File: config.mk
export PLATFORM = sky130hd
export DESIGN_NAME = ipg_ctrl
export DESIGN_NICKNAME = d
export VERILOG_FILES = /design/src/hdl/ipg_pkg.sv /design/src/hdl/ipg_ctrl.sv
export SDC_FILE = /design/constraint.sdc
export NUM_CORES = 1
export LEC_CHECK = 0
export ABC_AREA = 1
export BUFFER_PORTS_ARGS = -buffer_cell sky130_fd_sc_hd__buf_4
export CAP_MARGIN = 40
export CORE_MARGIN = 5
export CORE_UTILIZATION = 51
export CTS_CLUSTER_SIZE = 20
export DETAILED_ROUTE_END_ITERATION = 10
export GPL_TIMING_DRIVEN = 1
export PLACE_DENSITY = 0.77
export REMOVE_ABC_BUFFERS = 1
export SYNTH_ARGS = -nofsm -noshare
export SYNTH_HDL_FRONTEND = slang
export SYNTH_SLANG_ARGS = --single-unit
File: constraint.sdc
create_clock -name clk -period 4.1 [get_ports clk]
set_clock_uncertainty 0.05 [all_clocks]
set_input_delay 0.82 -clock clk [delete_from_list [all_inputs] [get_ports clk]]
set_output_delay 0.82 -clock clk [all_outputs]
set_load 0.05 [all_outputs]
File: src/hdl/ipg_pkg.sv
`timescale 1ns / 1ps
`default_nettype none
// ----------------------------------------------------------------------------
// ipg_pkg
// Shared types and constants of the image pyramid gradient block.
// ----------------------------------------------------------------------------
package ipg_pkg;

  // Stream and field widths
  localparam int PIX_W     = 8;
  localparam int LEVEL_W   = 3;
  localparam int COORD_W   = 11;
  localparam int INTEN_W   = 16;
  localparam int GRAD_W    = 17;
  localparam int ROOT_W    = 17;
  localparam int FIELD_W   = LEVEL_W + 2 * COORD_W + INTEN_W + 3 * GRAD_W;
  localparam int TDATA_W   = ((FIELD_W + 7) / 8) * 8;

  // Squared magnitude fits below 2^33
  localparam int SQ_W      = 33;

  // Configuration port
  localparam int CFG_W     = 12;
  localparam int APB_DW    = 32;
  localparam int APB_AW    = 3;
  localparam logic REG_FRAME_WIDTH  = 1'b0;
  localparam logic REG_FRAME_HEIGHT = 1'b1;
  localparam logic [CFG_W-1:0] FRAME_WIDTH_RST  = 12'd640;
  localparam logic [CFG_W-1:0] FRAME_HEIGHT_RST = 12'd480;

  // Commands from the controller to the datapath
  typedef struct packed {
    logic accept;
    logic lvl_start;
    logic cap_above;
    logic cap_right;
    logic commit;
    logic sq_x;
    logic sq_sum;
    logic root_start;
    logic push_a;
    logic push_b;
    logic next_level;
    logic flush;
  } ipg_cmd_t;

  // Status from the datapath to the controller
  typedef struct packed {
    logic empty;
    logic has_a;
    logic has_b;
    logic go_next;
    logic out_free;
    logic staged_valid;
    logic root_busy;
  } ipg_status_t;

endpackage
`default_nettype wire

File: src/hdl/ipg_ctrl.sv
`timescale 1ns / 1ps
`default_nettype none
// ----------------------------------------------------------------------------
// ipg_ctrl
// Sequencer: walks one input pixel through the pyramid levels and hands
// each result to the staging register.
// ----------------------------------------------------------------------------
module ipg_ctrl
  import ipg_pkg::*;
(
  input  wire logic        clk,
  input  wire logic        rst,
  input  wire ipg_status_t st,
  input  wire logic        s_tvalid,
  output logic             s_tready,
  output ipg_cmd_t         cmd
);

  typedef enum logic [12:0] {
    ST_IDLE  = 13'b0000000000001,
    ST_LVL   = 13'b0000000000010,
    ST_RD1   = 13'b0000000000100,
    ST_RD2   = 13'b0000000001000,
    ST_RD3   = 13'b0000000010000,
    ST_SQX   = 13'b0000000100000,
    ST_SQY   = 13'b0000001000000,
    ST_ROOTS = 13'b0000010000000,
    ST_ROOTW = 13'b0000100000000,
    ST_PUSHA = 13'b0001000000000,
    ST_PUSHB = 13'b0010000000000,
    ST_STEP  = 13'b0100000000000,
    ST_FLUSH = 13'b1000000000000
  } state_t;

  state_t state;
  state_t state_next;
  logic   can_push;

  assign s_tready = (state == ST_IDLE);
  assign can_push = st.out_free || !st.staged_valid;

  always_ff @(posedge clk) begin
    if (rst) begin
      state <= ST_IDLE;
    end else begin
      state <= state_next;
    end
  end

  // Next state and commands
  always_comb begin
    cmd        = '0;
    state_next = state;
    case (state)
      ST_IDLE: begin
        if (s_tvalid) begin
          cmd.accept = 1'b1;
          state_next = ST_LVL;
        end
      end
      ST_LVL: begin
        cmd.lvl_start = 1'b1;
        state_next    = st.empty ? ST_FLUSH : ST_RD1;
      end
      ST_RD1: begin
        cmd.cap_above = 1'b1;
        state_next    = ST_RD2;
      end
      ST_RD2: begin
        cmd.cap_right = 1'b1;
        state_next    = ST_RD3;
      end
      ST_RD3: begin
        cmd.commit = 1'b1;
        if (st.has_a) begin
          state_next = ST_SQX;
        end else if (st.has_b) begin
          state_next = ST_PUSHB;
        end else begin
          state_next = ST_STEP;
        end
      end
      ST_SQX: begin
        cmd.sq_x   = 1'b1;
        state_next = ST_SQY;
      end
      ST_SQY: begin
        cmd.sq_sum = 1'b1;
        state_next = ST_ROOTS;
      end
      ST_ROOTS: begin
        cmd.root_start = 1'b1;
        state_next     = ST_ROOTW;
      end
      ST_ROOTW: begin
        if (!st.root_busy) state_next = ST_PUSHA;
      end
      ST_PUSHA: begin
        if (can_push) begin
          cmd.push_a = 1'b1;
          state_next = st.has_b ? ST_PUSHB : ST_STEP;
        end
      end
      ST_PUSHB: begin
        if (can_push) begin
          cmd.push_b = 1'b1;
          state_next = ST_STEP;
        end
      end
      ST_STEP: begin
        if (st.go_next) begin
          cmd.next_level = 1'b1;
          state_next     = ST_LVL;
        end else begin
          state_next = ST_FLUSH;
        end
      end
      ST_FLUSH: begin
        if (can_push) begin
          cmd.flush  = 1'b1;
          state_next = ST_IDLE;
        end
      end
      default: begin
        state_next = ST_IDLE;
      end
    endcase
  end

endmodule
`default_nettype wire
==> summary.json <==
{
  "status": {
    "outcome": "completed"
  },
  "detailed_routing": {
    "via_count": 953,
    "dr.pass1.iters": 4,
    "first_iter_violations": 35,
    "routed_via_density": 4.813,
    "detail_route.wirelength_um": 2187,
    "route.detailed.drc": 0,
    "post_drt_wl_per_cell_um": 11.05,
    "drtAntennaViolNets": 0
  },
  "timing": {
    "clock.fmax_ghz": 0.4009,
    "fin_crit_sh": 0.6084,
    "rsz_0062_raised_after_global_routing": "no",
    "setup_tns_ns": 0,
    "final_hold_vio_count": 0,
    "timing.final.crit_period_ns": 2.494,
    "worst-slew-pin-transition_ns": 0.3651,
    "timing.final.max_slew_violations": 0,
    "holdWs_ns": 0.4620,
    "maxSlewHeadroom": 0.7557,
    "final-setup-viol-count": 0
  },
  "clocking": {
    "cts_tree": "built",
    "worstSkewPairLatency_ns": 0.28,
    "ctsResizeCount": 0,
    "cts-buffers-inserted": 3,
    "clock_sinks": 13,
    "hold_buffers": 0,
    "clk_root_buffer_cell": "clkbuf_4",
    "cts-root-to-sink-buffers": 2,
    "cts_setup_buffers": 0,
    "h-tree-depth": 1,
    "cts.reportedPaths.clkPinSlew_ns": 0.08
  },
  "final_layout": {
    "antenna_cells_inserted": 0,
    "areaGrowthSynthToFinish_pct": 23.68,
    "biggestRegsByFlops": "state x13",
    "regMostFlops": "state",
    "largest_register_ff_count": 13,
    "postLayoutCoreUtil": 0.6623,
    "num-nets-final": 184,
    "layout.cell_area.non_filler_um2": 1144,
    "drive_gt1_frac": 0.2948
  },
  "power_and_ir_drop": {
    "total_power_uw": 454.1,
    "peak_supply_drop_uv": 319.5,
    "static-leakage-power_nw": 0.6704,
    "p_sw_uw": 210.3,
    "switching_share": 0.4632,
    "power.internal_uw": 243.7,
    "clkPwrFrac": 0.177,
    "total_power_density_per_cell_area_nw_per_um2": 397.0,
    "power_frac_comb": 0.504,
    "power.sequential.fraction": 0.319
  },
  "logic_synthesis": {
    "synth_seq_cells": 13,
    "synth_seq_area_share": 0.2815,
    "yosys_warnings": 0,
    "yosys.cell_types.count": 21,
    "synthesis.instances": 148,
    "synth_area_um2": 924.6,
    "syn_area_per_cell_um2": 6.248
  },
  "global_routing": {
    "antenna_found_initial": 0,
    "pin_count_of_the_biggest_net_entering_global_routing": 12,
    "grt_pass1_wl_um": 3677,
    "overall_global_routing_resource_usage": 0.1814,
    "grt-ovfl-total": 0,
    "grt_pass1_vias": 916
  },
  "critical_path": {
    "timing.critical_path.to_type": "primary output",
    "critical_path_required_ns": 3.23,
    "worstPathCellList": "nor2_2 -> nand2_4 -> nor2_8 -> nand2_2 -> nor2_1 -> buf_4",
    "cp_top_family": "simple AND/OR/NAND/NOR gates",
    "setup.reg_to_reg.worst_slack_ns": 2.48,
    "count_of_buffer_and_inverter_cells_on_the_critical_path": 1,
    "critPathKind": "register to primary output",
    "arrival_ns": 1.62,
    "path_max_fanout": 6,
    "critical-path-slowest-cell": "dfxtp_1",
    "slowest_stage_delay_cp_ns": 0.35,
    "critical_path.startpoint_type": "register"
  },
  "floorplan": {
    "core_um2": 1727,
    "fp-row-count": 15,
    "initial_utilization": 0.5355,
    "dieWidth_um": 52.58,
    "die_height_um": 52.58,
    "io_pins": 23,
    "overall_die_area_um2": 2765
  },
  "min_path": {
    "min_path_type": "register to register"
  },
  "run": {
    "drv.max_cap_violation_count": 0
  },
  "placed_design": {
    "place_area_um2": 1117,
    "gp_congestion": 0.8663,
    "io_buffer_count": 22,
    "dp.final_hpwl_um": 1755
  }
}
==> cell usage in the layout (no fill, tap or decap) <==
master	synthesis	layout
nor2_1	31	31
nand2_1	29	29
inv_1	28	28
buf_4	0	22
dfxtp_1	13	13
nand3_1	11	11
nand2_2	6	6
nor2_2	5	5
nand3_2	3	3
o21ai_0	3	3
a21oi_1	3	3
clkbuf_4	0	3
nor2_4	2	2
nand2_4	2	2
inv_2	2	2
nor3_1	2	2
a21oi_2	2	2
nor2_8	1	1
a21oi_4	1	1
nor3b_2	1	1
a21boi_0	1	1
nor3_2	1	1
clkbuf_1	1	1
==> cells by family after synthesis <==
logic type / share of synthesized area
buf+inv: 0.1258
simple gates: 0.5156
compound gates: 0.07713
flops: 0.2815
==> power by group through the flow <==
stage | combinational [mW] | sequential (mW) | clock (mW)
after floorplan | 0.175 | 0.146 | 0
after global placement | 0.226 | 0.147 | 0
after detailed placement | 0.229 | 0.147 | 0
after CTS | 0.230 | 0.144 | 0.0819
after global routing | 0.251 | 0.146 | 0.0913
final | 0.229 | 0.145 | 0.0805
==> final cells by class <==
class | count | area, um^2
tap | 25 | 31.28
inverter | 30 | 112.6
timing repair buffer | 22 | 165.2
clock buffer | 4 | 26.28
multi-input combinational | 104 | 548.0
fill | 168 | 583.1
sequential | 13 | 260.3
==> worst paths after layout <==
| check | depth (start not counted) | endpoint | from |
|---|---|---|---|
| worst max-delay path | 6 | cmd[3] | state[4] |
| worst min-delay path | 2 | state[10] | state[10] |
| worst max register to register | 10 | state[0] | state[8] |
| worst min register to register | 2 | state[10] | state[10] |
==> routing by layer <==
metal	wire length [um]	global-route usage	part of all wire
met5	0	0	0
met4	32	0.07234	0.015
met3	152	0.03989	0.070
met2	1106	0.3368	0.51
met1	895	0.1948	0.41
==> per-stage QoR <==
step                      instances  setup slack (ns)
after CTS                       198             1.594
after floorplan                 147             1.626
final                           198             1.606
after global routing            198             1.513
after global placement          194             1.745
after detailed placement        194             1.659
==> worst min-delay path, cell delays in order, from the launching register on <==
cell	delay, ns
dfxtp_1	0.34
nand2_1	0.09
a21oi_2	0.05
==> cells in the mapped netlist <==
library cell  count  area share
inv_2             2      0.0081
nor2_8            1       0.022
clkbuf_1          1      0.0041
nand2_2           6       0.041
nand2_1          29        0.12
nor3_2            1       0.011
o21ai_0           3       0.016
nor2_1           31        0.13
dfxtp_1          13        0.28
a21oi_2           2       0.019
inv_1            28        0.11
a21boi_0          1      0.0081
nor2_2            5       0.034
nor3b_2           1       0.014
nor2_4            2       0.024
a21oi_1           3       0.016
nand2_4           2       0.024
nand3_1          11       0.060
a21oi_4           1       0.018
nand3_2           3       0.032
nor3_1            2       0.011
Note: power is estimated with default switching activity, not from simulation.
